===== src/design/gcpe_pkg.sv =====
// ----------------------------------------------------------------------------
// Growing cross-product enumerator package
// Shared constants, codes and types of the enumerator block.
// ----------------------------------------------------------------------------
package gcpe_pkg;

   localparam int SLOW_MAX   = 64;
   localparam int FAST_MAX   = 1024;

   localparam int SLOW_IDX_W = $clog2(SLOW_MAX);
   localparam int SLOW_CNT_W = $clog2(SLOW_MAX + 1);
   localparam int FAST_W     = $clog2(FAST_MAX + 2);
   localparam int REM_W      = $clog2(SLOW_MAX * FAST_MAX + 1);

   localparam logic [SLOW_CNT_W-1:0] SLOW_LIMIT = SLOW_CNT_W'(SLOW_MAX);
   localparam logic [FAST_W-1:0]     FAST_LIMIT = FAST_W'(FAST_MAX);
   localparam logic [FAST_W-1:0]     FAST_SAT   = FAST_W'(FAST_MAX + 1);

   localparam logic CMD_PEEK    = 1'b0;
   localparam logic CMD_ADVANCE = 1'b1;

   typedef enum logic [2:0] {
      ST_IDLE,
      ST_RD_CUR,
      ST_BUMP,
      ST_SCAN,
      ST_FINAL_RD,
      ST_FINAL
   } state_type;

   typedef struct packed {
      logic                  rd_en;
      logic [SLOW_IDX_W-1:0] rd_addr;
      logic                  wr_en;
      logic [SLOW_IDX_W-1:0] wr_addr;
      logic [FAST_W-1:0]     wr_data;
   } tbl_req_type;

endpackage


===== src/design/gcpe_req_if.sv =====
// ----------------------------------------------------------------------------
// Enumerator request channel
// Valid/ready channel that carries one command with the two list lengths.
// ----------------------------------------------------------------------------
interface gcpe_req_if;
   logic        valid;
   logic        ready;
   logic        cmd;
   logic [6:0]  slow_count;
   logic [10:0] fast_count;

   modport source (output valid, cmd, slow_count, fast_count, input ready);
   modport sink   (input valid, cmd, slow_count, fast_count, output ready);
endinterface


===== src/design/gcpe_rsp_if.sv =====
// ----------------------------------------------------------------------------
// Enumerator response channel
// Valid/ready channel that carries the current pair and the remaining count.
// ----------------------------------------------------------------------------
interface gcpe_rsp_if;
   logic        valid;
   logic        ready;
   logic [5:0]  pair_slow;
   logic [10:0] pair_fast;
   logic        pair_valid;
   logic [16:0] remaining_count;

   modport source (output valid, pair_slow, pair_fast, pair_valid, remaining_count,
                   input ready);
   modport sink   (input valid, pair_slow, pair_fast, pair_valid, remaining_count,
                   output ready);
endinterface


===== src/design/gcpe_table.sv =====
// ----------------------------------------------------------------------------
// Fast position table
// Single-port-read, single-port-write memory of per-slow-entry counters with
// one valid bit per entry so that unwritten entries read as zero.
// ----------------------------------------------------------------------------
module gcpe_table (
   input  logic                        clock,
   input  logic                        reset,
   input  gcpe_pkg::tbl_req_type       tbl_req,
   output logic [gcpe_pkg::FAST_W-1:0] rd_data
);

   logic [gcpe_pkg::FAST_W-1:0] mem [gcpe_pkg::SLOW_MAX];
   logic [gcpe_pkg::SLOW_MAX-1:0] vld_ff;
   logic [gcpe_pkg::FAST_W-1:0]   rd_q_ff;
   logic                          rd_vld_ff;

   always_ff @(posedge clock) begin
      if (tbl_req.wr_en) begin
         mem[tbl_req.wr_addr] <= tbl_req.wr_data;
      end
      if (tbl_req.rd_en) begin
         rd_q_ff <= mem[tbl_req.rd_addr];
      end
   end

   always_ff @(posedge clock) begin
      if (reset) begin
         vld_ff    <= '0;
         rd_vld_ff <= 1'b0;
      end else begin
         if (tbl_req.wr_en) begin
            vld_ff[tbl_req.wr_addr] <= 1'b1;
         end
         if (tbl_req.rd_en) begin
            rd_vld_ff <= vld_ff[tbl_req.rd_addr];
         end
      end
   end

   assign rd_data = rd_vld_ff ? rd_q_ff : '0;

endmodule


===== src/design/growing_cross_product_enumerator.sv =====
// ----------------------------------------------------------------------------
// Growing cross-product enumerator
// Walks (slow, fast) index pairs over two growing lists using a counter table.
// ----------------------------------------------------------------------------
// An advance with a nonempty slow list first reads and bumps the counter of the
// current entry; every command then scans the n entries of the clamped slow list
// and reads the chosen entry once more before it responds. One transaction at a
// time is taken; the scan reads one table entry per cycle and then drains the last read.
// Reset clears the position, the control state and all table valid bits at once.
// ----------------------------------------------------------------------------
module growing_cross_product_enumerator (
   input  logic        clock,
   input  logic        reset,
   gcpe_req_if.sink    req_bus,
   gcpe_rsp_if.source  rsp_bus
);

   gcpe_pkg::state_type state_ff, state_in;
   gcpe_pkg::tbl_req_type tbl_req;
   logic [gcpe_pkg::FAST_W-1:0] rd_data;

   logic                              cmd_ff;
   logic [gcpe_pkg::SLOW_CNT_W-1:0]   n_ff;
   logic [gcpe_pkg::FAST_W-1:0]       f_ff;
   logic [gcpe_pkg::SLOW_IDX_W-1:0]   cur_ff, cur_in;
   logic [gcpe_pkg::SLOW_CNT_W-1:0]   idx_ff;
   logic                              pend_ff;
   logic [gcpe_pkg::SLOW_IDX_W-1:0]   pidx_ff;
   logic                              found_ff;
   logic [gcpe_pkg::SLOW_IDX_W-1:0]   first_ff;
   logic [gcpe_pkg::REM_W-1:0]        sum_ff;

   logic                              rsp_valid_ff;
   logic [gcpe_pkg::SLOW_IDX_W-1:0]   rsp_slow_ff;
   logic [gcpe_pkg::FAST_W-1:0]       rsp_fast_ff;
   logic                              rsp_pvalid_ff;
   logic [gcpe_pkg::REM_W-1:0]        rsp_rem_ff;

   logic                              accept;
   logic                              advance;
   logic                              scan_issue;
   logic                              rsp_free;
   logic                              load_rsp;
   logic                              hit;
   logic                              final_valid;
   logic [gcpe_pkg::SLOW_CNT_W-1:0]   n_last;

   gcpe_table u_table (
      .clock   (clock),
      .reset   (reset),
      .tbl_req (tbl_req),
      .rd_data (rd_data)
   );

   assign advance    = (cmd_ff == gcpe_pkg::CMD_ADVANCE) && (n_ff != '0);
   assign scan_issue = (state_ff == gcpe_pkg::ST_SCAN) && (idx_ff < n_ff);
   assign rsp_free   = !rsp_valid_ff || rsp_bus.ready;
   assign accept     = req_bus.valid && req_bus.ready;
   assign hit        = rd_data < f_ff;
   assign n_last     = n_ff - gcpe_pkg::SLOW_CNT_W'(1);
   assign final_valid = ({1'b0, cur_ff} < n_ff) && hit;

   always_comb begin
      if (advance) begin
         cur_in = found_ff ? first_ff : n_last[gcpe_pkg::SLOW_IDX_W-1:0];
      end else begin
         cur_in = cur_ff;
      end
   end

   // Next-state logic.
   always_comb begin
      state_in = state_ff;
      case (state_ff)
         gcpe_pkg::ST_IDLE: begin
            if (req_bus.valid) begin
               if ((req_bus.cmd == gcpe_pkg::CMD_ADVANCE) && (req_bus.slow_count != '0)) begin
                  state_in = gcpe_pkg::ST_RD_CUR;
               end else begin
                  state_in = gcpe_pkg::ST_SCAN;
               end
            end
         end
         gcpe_pkg::ST_RD_CUR:   state_in = gcpe_pkg::ST_BUMP;
         gcpe_pkg::ST_BUMP:     state_in = gcpe_pkg::ST_SCAN;
         gcpe_pkg::ST_SCAN: begin
            if (!scan_issue && !pend_ff) begin
               state_in = gcpe_pkg::ST_FINAL_RD;
            end
         end
         gcpe_pkg::ST_FINAL_RD: state_in = gcpe_pkg::ST_FINAL;
         gcpe_pkg::ST_FINAL: begin
            if (rsp_free) begin
               state_in = gcpe_pkg::ST_IDLE;
            end
         end
         default:               state_in = gcpe_pkg::ST_IDLE;
      endcase
   end

   // Output logic.
   always_comb begin
      req_bus.ready   = 1'b0;
      load_rsp        = 1'b0;
      tbl_req.rd_en   = 1'b0;
      tbl_req.rd_addr = cur_ff;
      tbl_req.wr_en   = 1'b0;
      tbl_req.wr_addr = cur_ff;
      tbl_req.wr_data = (rd_data < gcpe_pkg::FAST_SAT) ?
                        rd_data + gcpe_pkg::FAST_W'(1) : rd_data;
      case (state_ff)
         gcpe_pkg::ST_IDLE:     req_bus.ready = 1'b1;
         gcpe_pkg::ST_RD_CUR:   tbl_req.rd_en = 1'b1;
         gcpe_pkg::ST_BUMP:     tbl_req.wr_en = 1'b1;
         gcpe_pkg::ST_SCAN: begin
            tbl_req.rd_en   = scan_issue;
            tbl_req.rd_addr = idx_ff[gcpe_pkg::SLOW_IDX_W-1:0];
         end
         gcpe_pkg::ST_FINAL_RD: begin
            tbl_req.rd_en   = 1'b1;
            tbl_req.rd_addr = cur_in;
         end
         gcpe_pkg::ST_FINAL:    load_rsp = rsp_free;
         default:               req_bus.ready = 1'b0;
      endcase
   end

   always_ff @(posedge clock) begin
      if (reset) begin
         state_ff     <= gcpe_pkg::ST_IDLE;
         cur_ff       <= '0;
         pend_ff      <= 1'b0;
         rsp_valid_ff <= 1'b0;
      end else begin
         state_ff <= state_in;
         pend_ff  <= scan_issue;
         if (state_ff == gcpe_pkg::ST_FINAL_RD) begin
            cur_ff <= cur_in;
         end
         if (load_rsp) begin
            rsp_valid_ff <= 1'b1;
         end else if (rsp_bus.ready) begin
            rsp_valid_ff <= 1'b0;
         end
      end
   end

   always_ff @(posedge clock) begin
      if (accept) begin
         cmd_ff   <= req_bus.cmd;
         n_ff     <= (req_bus.slow_count > gcpe_pkg::SLOW_LIMIT) ?
                     gcpe_pkg::SLOW_LIMIT : req_bus.slow_count;
         f_ff     <= (req_bus.fast_count > gcpe_pkg::FAST_LIMIT) ?
                     gcpe_pkg::FAST_LIMIT : req_bus.fast_count;
         idx_ff   <= '0;
         found_ff <= 1'b0;
         first_ff <= '0;
         sum_ff   <= '0;
      end else begin
         if (scan_issue) begin
            idx_ff <= idx_ff + gcpe_pkg::SLOW_CNT_W'(1);
         end
         if (pend_ff && hit) begin
            sum_ff <= sum_ff + gcpe_pkg::REM_W'(f_ff - rd_data);
            if (!found_ff) begin
               found_ff <= 1'b1;
               first_ff <= pidx_ff;
            end
         end
      end
      pidx_ff <= idx_ff[gcpe_pkg::SLOW_IDX_W-1:0];
      if (load_rsp) begin
         rsp_slow_ff   <= cur_ff;
         rsp_fast_ff   <= rd_data;
         rsp_pvalid_ff <= final_valid;
         rsp_rem_ff    <= final_valid ? sum_ff : '0;
      end
   end

   assign rsp_bus.valid           = rsp_valid_ff;
   assign rsp_bus.pair_slow       = rsp_slow_ff;
   assign rsp_bus.pair_fast       = rsp_fast_ff;
   assign rsp_bus.pair_valid      = rsp_pvalid_ff;
   assign rsp_bus.remaining_count = rsp_rem_ff;

endmodule


===== src/flat_wrapper.sv =====
// flat-port wrapper written by rule: the top's interface ports become plain ports
module growing_cross_product_enumerator_flat 
  (clock, reset, req_bus_valid, req_bus_cmd, req_bus_slow_count, req_bus_fast_count, req_bus_ready, rsp_bus_valid, rsp_bus_pair_slow, rsp_bus_pair_fast, rsp_bus_pair_valid, rsp_bus_remaining_count, rsp_bus_ready);
  gcpe_req_if req_bus_i ();
  gcpe_rsp_if rsp_bus_i ();
  input  logic clock;
  input  logic reset;
  input wire logic [$bits(req_bus_i.valid)-1:0] req_bus_valid;
  input wire logic [$bits(req_bus_i.cmd)-1:0] req_bus_cmd;
  input wire logic [$bits(req_bus_i.slow_count)-1:0] req_bus_slow_count;
  input wire logic [$bits(req_bus_i.fast_count)-1:0] req_bus_fast_count;
  output wire logic [$bits(req_bus_i.ready)-1:0] req_bus_ready;
  output wire logic [$bits(rsp_bus_i.valid)-1:0] rsp_bus_valid;
  output wire logic [$bits(rsp_bus_i.pair_slow)-1:0] rsp_bus_pair_slow;
  output wire logic [$bits(rsp_bus_i.pair_fast)-1:0] rsp_bus_pair_fast;
  output wire logic [$bits(rsp_bus_i.pair_valid)-1:0] rsp_bus_pair_valid;
  output wire logic [$bits(rsp_bus_i.remaining_count)-1:0] rsp_bus_remaining_count;
  input wire logic [$bits(rsp_bus_i.ready)-1:0] rsp_bus_ready;
  assign req_bus_i.valid = req_bus_valid;
  assign req_bus_i.cmd = req_bus_cmd;
  assign req_bus_i.slow_count = req_bus_slow_count;
  assign req_bus_i.fast_count = req_bus_fast_count;
  assign req_bus_ready = req_bus_i.ready;
  assign rsp_bus_valid = rsp_bus_i.valid;
  assign rsp_bus_pair_slow = rsp_bus_i.pair_slow;
  assign rsp_bus_pair_fast = rsp_bus_i.pair_fast;
  assign rsp_bus_pair_valid = rsp_bus_i.pair_valid;
  assign rsp_bus_remaining_count = rsp_bus_i.remaining_count;
  assign rsp_bus_i.ready = rsp_bus_ready;
  growing_cross_product_enumerator u_core (.clock(clock), .reset(reset), .req_bus(req_bus_i), .rsp_bus(rsp_bus_i));
endmodule

===== config.mk =====
export PLATFORM = sky130hd
export DESIGN_NAME = growing_cross_product_enumerator_flat
export DESIGN_NICKNAME = d
export VERILOG_FILES = /design/src/design/gcpe_pkg.sv /design/src/design/gcpe_req_if.sv /design/src/design/gcpe_rsp_if.sv /design/src/design/gcpe_table.sv /design/src/design/growing_cross_product_enumerator.sv /design/src/flat_wrapper.sv
export SDC_FILE = /design/constraint.sdc
export NUM_CORES = 1
export LEC_CHECK = 0
export BUFFER_PORTS_ARGS = -buffer_cell sky130_fd_sc_hd__buf_2
export CELL_PAD_IN_SITES_DETAIL_PLACEMENT = 0
export CELL_PAD_IN_SITES_GLOBAL_PLACEMENT = 1
export CORE_MARGIN = 2
export CORE_UTILIZATION = 30
export CTS_CLUSTER_SIZE = 40
export DETAILED_ROUTE_END_ITERATION = 16
export PLACE_DENSITY_LB_ADDON = 0.3
export SLEW_MARGIN = 5
export SYNTH_ARGS = -nofsm -noshare
export SYNTH_HDL_FRONTEND = slang
export SYNTH_SLANG_ARGS = --single-unit
export TNS_END_PERCENT = 5

===== constraint.sdc =====
create_clock -name clock -period 8.95 [get_ports clock]
set_clock_uncertainty 0.1 [all_clocks]
set_input_delay 0.895 -clock clock [delete_from_list [all_inputs] [get_ports clock]]
set_output_delay 0.895 -clock clock [all_outputs]
set_load 0.01 [all_outputs]

==> results.md, run 1 <==
- Final total negative setup slack: 0 ns
- Total Wirelength: 111.8 mm
- Clock Path Buffers: 3
- Prevailing post-synth register cell: sky130_fd_sc_hd__edfxtp_1
- TritonCTS clock tree: built
- Number of antenna violations at the first check in global routing: 2
- Final number of hold-violating endpoints: 0
- Count of flip-flops with a built-in enable after synthesis: 769
- Worst slack at placement: 2.796 ns
- Routed WL per cell: 23.58 um
- Hold buffers post-CTS: 0
- Period utilisation layout: 67.96%
- Hold Worst Slack: 0.3193 ns
- Total clock buffers created by CTS: 99
- Crit path kind: reg -> reg
- Average cell area after synthesis: 12.39 um2
- Final setup margin: 2.868 ns
- Fraction of final layout cells sized beyond drive strength 1: 11.46%
- Number of fill cells in the layout: 12060
- Transition at the pin with the smallest max-transition slack: 1.312 ns
- Tightest Hold Check Type: in -> reg
- Final nets: 3097
- Number of nets in the synthesized netlist: 3047
- Arrival @ worst endpoint: 6.53 ns
- Synth Warn #: 0
- Pin count of the biggest net entering global routing: 127
- Post-synthesis to final-layout area growth: 14.61%
- Core area: 0.1220 mm2
- Register-to-Register Setup Slack: 2.87 ns
- Site Rows: 128
- Half-perimeter wire length after detailed placement: 64.78 mm
- Required time of the critical path: 9.39 ns
- Buffers plus inverters on the worst setup path: 2
- Reg-to-reg critical path startpoint: u_core.n_ff[0]
- Clk_lat worst skew: 0.68 ns
- Final worst path period need: 6.082 ns
- CTS clock-pin slew for the worst setup and hold paths: 0.06 ns
- Depth of the worst register-to-register path: 12
- Initial cell density of the core: 30.26%
- Worst hold path cell count: 1
- Post-synthesis register bit count: 882
- Count of H-tree levels built during CTS: 3
- Post-Synthesis Cells: 2980
- CTS resizes: 0
- GP Congestion: 0.7868
- Result of the run: finished, final reports clean
- Kind of launch point of the worst setup path: register
- Headroom to the max-slew limit: 11.71%
- Total number of clock tree sinks: 882
- Leakage component of the power: 15.05 nW
- Number of maximum-capacitance violations: 0
- Worst-path cell with the longest stage delay: sky130_fd_sc_hd__nor4_1
- Sequential cell area fraction in the yosys report: 68.67%
- Cell at the root of the clock tree: sky130_fd_sc_hd__clkbuf_16
- Max Clock Freq: 164.4 MHz
- Library cells used by synthesis: 83
- Critical-path maximum fanout: 126
- Final global-route overflow total: 0
- Total inserted antenna cells: 0
- ANT nets after route: 0
- Post-CTS setup-driven buffer insertion count: 0
- Drt first pass iters: 5
- Power Density: 249.0 mW/mm2
- Cell family contributing the most delay on the critical path: simple AND/OR/NAND/NOR gates
- Post-synthesis async set-or-reset flop share: 0%
- Post-synth design cell area: 0.03692 mm2
- CP cell instances: inv_1 > ha_1 > or3b_2 > o211a_1 > nand2b_4 > and2_4 > buf_12 > nand2_1 > a311oi_1 > a211oi_1 > nor4_1 > and4b_1
- Nature of the critical path endpoint: register
- Crit path largest cell delay: 0.98 ns
- Worst vdd rail ir drop: 0.1399 mV
- DRC Markers: 0
- Floorplan die area: 0.1259 mm2
- Vias in the first global route: 23000
- Endpoint of the worst hold-timing path: u_core.cmd_ff
- Die boundary width: 354.8 um
- Pins over their slew limit: 0
- Total of buffers placed on input and output ports: 59
- HP Start: req_bus_cmd
- Iter 0 DRT Violations: 2064
- Via count: 24370
- Final setup violation count: 0
- I/O pin total: 60
- Vias/cell: 5.142
- Setup repair after global routing missed its margin: no
- Total Routing Usage GR: 17.41%
- Destination of the worst register-to-register timing path: u_core.u_table.rd_q_ff[6]
- Die H: 354.8 um
- Wire length of the first global-routing pass: 163.2 mm
-- cell type report --
class / count / area (um2) / share of cell area (%)
well taps: 1625 / 2033 / 4.804
multi-input cells: 1876 / 10700 / 25.29
flip-flops and latches: 882 / 25350 / 59.91
repair buffers: 139 / 958.4 / 2.265
clock inverters: 52 / 422.9 / 0.9993
clock buffers: 133 / 2728 / 6.445
inverters: 32 / 120.1 / 0.2838
-- worst reg2reg max path, delay by kind of cell, from the launching register on --
family                   cells  cell delay (ns)
buffers and inverters        2             0.72
AO/OA/AOI/OAI                3             0.90
adder cells (fa/ha/maj)      1             0.16
AND/OR/NAND/NOR              6             3.64
flip-flops                   1             0.45
-- worst max-delay path by stage --
| stage | depth (start not counted) | end | slack (ns) | from |
|---|---|---|---|---|
| 2_1_floorplan | 8 | u_core.u_table.mem[0][10] | 4.05 | u_core.u_table.rd_vld_ff |
| 3_3_place_gp | 12 | u_core.u_table.rd_q_ff[9] | 2.80 | u_core.n_ff[0] |
| 3_5_place_dp | 12 | u_core.u_table.rd_q_ff[9] | 2.80 | u_core.n_ff[0] |
| 4_1_cts | 12 | u_core.u_table.rd_q_ff[9] | 2.79 | u_core.n_ff[0] |
| 5_1_grt | 12 | u_core.u_table.rd_q_ff[6] | 2.52 | u_core.n_ff[0] |
| 6_report | 12 | u_core.u_table.rd_q_ff[6] | 2.87 | u_core.n_ff[0] |
-- synthesized netlist by cell type, types with 20 or more instances --
cell                       number  area [um2]
sky130_fd_sc_hd__edfxtp_1     769       23090
sky130_fd_sc_hd__nand2_1      602        2260
sky130_fd_sc_hd__nor2_1       237       889.6
sky130_fd_sc_hd__and3_1       144       900.9
sky130_fd_sc_hd__nand3_1      132       660.6
sky130_fd_sc_hd__a211oi_1     124       930.9
sky130_fd_sc_hd__dfxtp_1      113        2262
sky130_fd_sc_hd__clkbuf_1      87       326.6
sky130_fd_sc_hd__buf_2         70       350.3
sky130_fd_sc_hd__a21oi_1       65       325.3
sky130_fd_sc_hd__a311oi_1      63       551.8
sky130_fd_sc_hd__a31oi_1       47       294.0
sky130_fd_sc_hd__ha_1          42       525.5
sky130_fd_sc_hd__o21ai_0       34       170.2
sky130_fd_sc_hd__inv_1         32       120.1
sky130_fd_sc_hd__nor3_1        28       140.1
sky130_fd_sc_hd__a22oi_1       25       187.7
sky130_fd_sc_hd__and2_1        24       150.1
sky130_fd_sc_hd__nor2b_1       24       150.1
sky130_fd_sc_hd__xnor2_1       23       201.4
sky130_fd_sc_hd__a31o_1        21       183.9
sky130_fd_sc_hd__nor4_1        20       125.1
-- per-layer routing --
| layer | global-route usage [%] | wire length (um) | part of all wire (%) | vias to the layer above |
|---|---|---|---|---|
| met1 | 24.52 | 51030 | 46 | 12330 |
| met4 | 5.271 | 3167 | 2.8 | 0 |
| li1 | - | - | - | 11180 |
| met5 | 0 | 0 | 0 | - |
| met3 | 2.297 | 5693 | 5.1 | 158 |
| met2 | 27.95 | 51880 | 46 | 695 |
-- registers in the layout, summed over array words and instances, names as in the netlist, 7 cells and up --
name,count
u_core.sum_ff,17
u_core.u_table.mem,704
u_core.rsp_bus.pair_fast,11
u_core.idx_ff,7
u_core.rsp_bus.remaining_count,17
u_core.f_ff,11
u_core.n_ff,7
u_core.u_table.rd_q_ff,11
u_core.u_table.vld_ff,64
-- report_power, final --
part,internal [mW],switching (mW)
Sequential,4.67,0.146
Clock,2.28,1.67
Combinational,0.516,1.25
-- logic make-up after synthesis --
| group | synth area share [%] |
|---|---|
| compound gates | 9.864 |
| xor+xnor | 0.8776 |
| fa+ha+maj | 1.532 |
| buf+inv | 2.779 |
| flops | 68.67 |
| mux | 0.4642 |
| simple gates | 15.82 |
-- placed cells by master, fill, tap and decap left out, drive strengths merged, types with 6 or more instances in the layout --
cell type and instances:
a211oi 124, a21boi 7, a21o 16, a21oi 66
a22oi 26, a311oi 63, a31o 24, a31oi 47
and2 24, and3 144, and4b 10, buf 139
clkbuf 133, clkinv 41, dfxtp 113, edfxtp 769
ha 42, inv 33, mux2i 16, nand2 604
nand2b 15, nand3 132, nand3b 6, nand4 13
nor2 239, nor2b 24, nor3 30, nor4 21
o211a 6, o211ai 7, o21ai 45, o21ba 13
o22ai 16, o311ai 10, xnor2 23, xor2 14
-- stage by stage --
step | total power, mW | area (um2) | utilization (%) | instances
after floorplan | 5.983 | 36920 | - | 2980
after global placement | 6.667 | 39160 | 32.09 | 4554
after detailed placement | 6.671 | 39160 | 32.09 | 4554
after CTS | 10.63 | 42310 | 34.67 | 4739
after global routing | 10.93 | 42320 | 34.68 | 4739
final | 10.54 | 42320 | 34.68 | 4739
Note: power is estimated with default switching activity, not from simulation.
==> inputs of run 2 (changes only) <==
clock period = 5.1 ns   (was 8.95 ns; I/O delays follow)
==> run 2 against run 1 <==
Compared with the run above: via count up 0.52%; routed wire length is 0.80% lower; sequential cell count is the same; core utilization is 0.83 points higher; critical endpoint is now u_core.u_table.rd_q_ff[9].
==> results.md, run 2 (synthesis gave the netlist of run 1 again) <==
- Setup repair after global routing missed its margin: no
- Total placed cells including tap cells: 4655
- Filler-free cell count of the finished design: 4848
- Post-synthesis to final-layout area growth: 17.35%
- Final worst path period need: 4.823 ns
- Kind of launch point of the worst setup path: register
- Leading cell types in the layout, fill and taps excluded: sky130_fd_sc_hd__edfxtp_1, sky130_fd_sc_hd__nand2_1, sky130_fd_sc_hd__nor2_1
- Total Wirelength: 110.9 mm
- Site Rows: 128
- Final global-route overflow total: 0
- TritonCTS clock tree: built
- Fraction of final layout cells sized beyond drive strength 1: 13.73%
- I/O pin total: 60
- Required time of the critical path: 5.53 ns
- Clock network power share: 37.1%
- Vias in the first global route: 23870
- DRC Markers: 0
- Total clock buffers created by CTS: 99
- Total number of clock tree sinks: 882
- Transition at the pin with the smallest max-transition slack: 1.178 ns
- Initial cell density of the core: 30.26%
- Drt first pass iters: 5
- P_int: 13.31 mW
- Max Clock Freq: 207.3 MHz
- Total Routing Usage GR: 17.35%
- CTS resizes: 0
- CTS clock-pin slew for the worst setup and hold paths: 0.06 ns
- ANT nets after route: 0
- Register with the most flip-flops: u_core.u_table.mem
- Tightest Hold Check Type: in -> reg
- Count of H-tree levels built during CTS: 3
- Die boundary width: 354.8 um
- Period utilisation layout: 94.57%
- Wire length of the first global-routing pass: 163.9 mm
- Number of flip-flops in the largest register: 704
- Clock Path Buffers: 3
- Crit path kind: reg -> reg
- Pins over their slew limit: 0
- Number of antenna violations at the first check in global routing: 1
- GP Congestion: 0.8276
- Area after DPL: 0.04017 mm2
- Final setup violation count: 0
- Number of maximum-capacitance violations: 0
- Via count: 24490
- Iter 0 DRT Violations: 2159
- Post-CTS setup-driven buffer insertion count: 0
- Arrival @ worst endpoint: 5.26 ns
- Core area: 0.1220 mm2
- Half-perimeter wire length after detailed placement: 68.86 mm
- Switching power as a share of total power: 28.71%
- Flop pwr share: 44.8%
- Total of buffers placed on input and output ports: 59
- Hold Worst Slack: 0.04803 ns
- Clk_lat worst skew: 0.68 ns
- Sum of internal, switching and leakage power: 18.67 mW
- Floorplan die area: 0.1259 mm2
- Routed WL per cell: 22.87 um
- Final total negative setup slack: 0 ns
- Critical-path maximum fanout: 40
- Hold buffers post-CTS: 2
- Headroom to the max-slew limit: 21.18%
- Final nets: 3200
- Leakage component of the power: 15.66 nW
- Vias/cell: 5.052
- Worst vdd rail ir drop: 0.2522 mV
- Switching power summed over all nets: 5.359 mW
- Nature of the critical path endpoint: register
- Cell area after layout: 0.04333 mm2
- Final number of hold-violating endpoints: 0
- Most common library cell in the layout ignoring fill and taps: sky130_fd_sc_hd__edfxtp_1
- Number of fill cells in the layout: 12010
- Power Density: 430.8 mW/mm2
- Registers with the highest flip-flop counts: u_core.u_table.mem: 704 flops, u_core.u_table.vld_ff: 64 flops
- Die H: 354.8 um
- Cell at the root of the clock tree: sky130_fd_sc_hd__clkbuf_16
- Final setup margin: 0.2771 ns
- Pin count of the biggest net entering global routing: 65
- Combinational Power Share: 18.2%
- Core occupancy in the finished layout: 35.51%
- Result of the run: finished, final reports clean
- Worst slack at placement: 0.3069 ns
## run 2: per-layer routing
layer	up-vias	GRT usage (%)	part of all wire [%]
li1	11390	-	-
met1	12280	24.31	45
met2	676	28.16	47
met3	151	2.492	5.2
met4	0	4.568	2.4
met5	-	0	0
## run 2: power groups by stage
stage                     Sequential, mW  Combinational (mW)  Clock [mW]
after floorplan                     8.43                2.07           0
after global placement              8.51                3.40           0
after detailed placement            8.51                3.41           0
after CTS                           8.36                3.42        7.07
after global routing                8.37                3.71        7.34
final                               8.36                3.39        6.92
## run 2: path summary, 6_finish.rpt
| kind | start | to | slack (ns) | cells after the start |
|---|---|---|---|---|
| hold reg to reg | u_core.idx_ff[5] | u_core.pidx_ff[5] | 0.34 | 0 |
| hold / removal | req_bus_fast_count[8] | u_core.f_ff[8] | 0.05 | 2 |
| setup reg to reg | u_core.n_ff[1] | u_core.u_table.rd_q_ff[9] | 0.28 | 13 |
| setup / recovery | u_core.n_ff[1] | u_core.u_table.rd_q_ff[9] | 0.28 | 13 |
## run 2: worst max-delay path, cell delays in order, from the launching register on
cell,delay [ns]
sky130_fd_sc_hd__edfxtp_1,0.43
sky130_fd_sc_hd__inv_1,0.17
sky130_fd_sc_hd__ha_1,0.16
sky130_fd_sc_hd__or3b_2,0.53
sky130_fd_sc_hd__o211ai_4,0.39
sky130_fd_sc_hd__a21oi_4,0.20
sky130_fd_sc_hd__nand2_8,0.35
sky130_fd_sc_hd__buf_4,0.46
sky130_fd_sc_hd__a211oi_1,0.17
sky130_fd_sc_hd__a311oi_1,0.44
sky130_fd_sc_hd__nor4_1,0.15
sky130_fd_sc_hd__nor4_1,0.71
sky130_fd_sc_hd__buf_4,0.23
sky130_fd_sc_hd__o211a_1,0.16
## run 2: final cells by class
type,instances,area (um2),share of cell area (%)
multi-input combinational,1876,10680,24.65
antenna,4,10.01,0.02310
tap,1625,2033,4.692
inverter,32,120.1,0.2772
clock inverter,58,449.2,1.037
timing repair buffer,242,1999,4.614
clock buffer,129,2684,6.194
sequential,882,25350,58.51
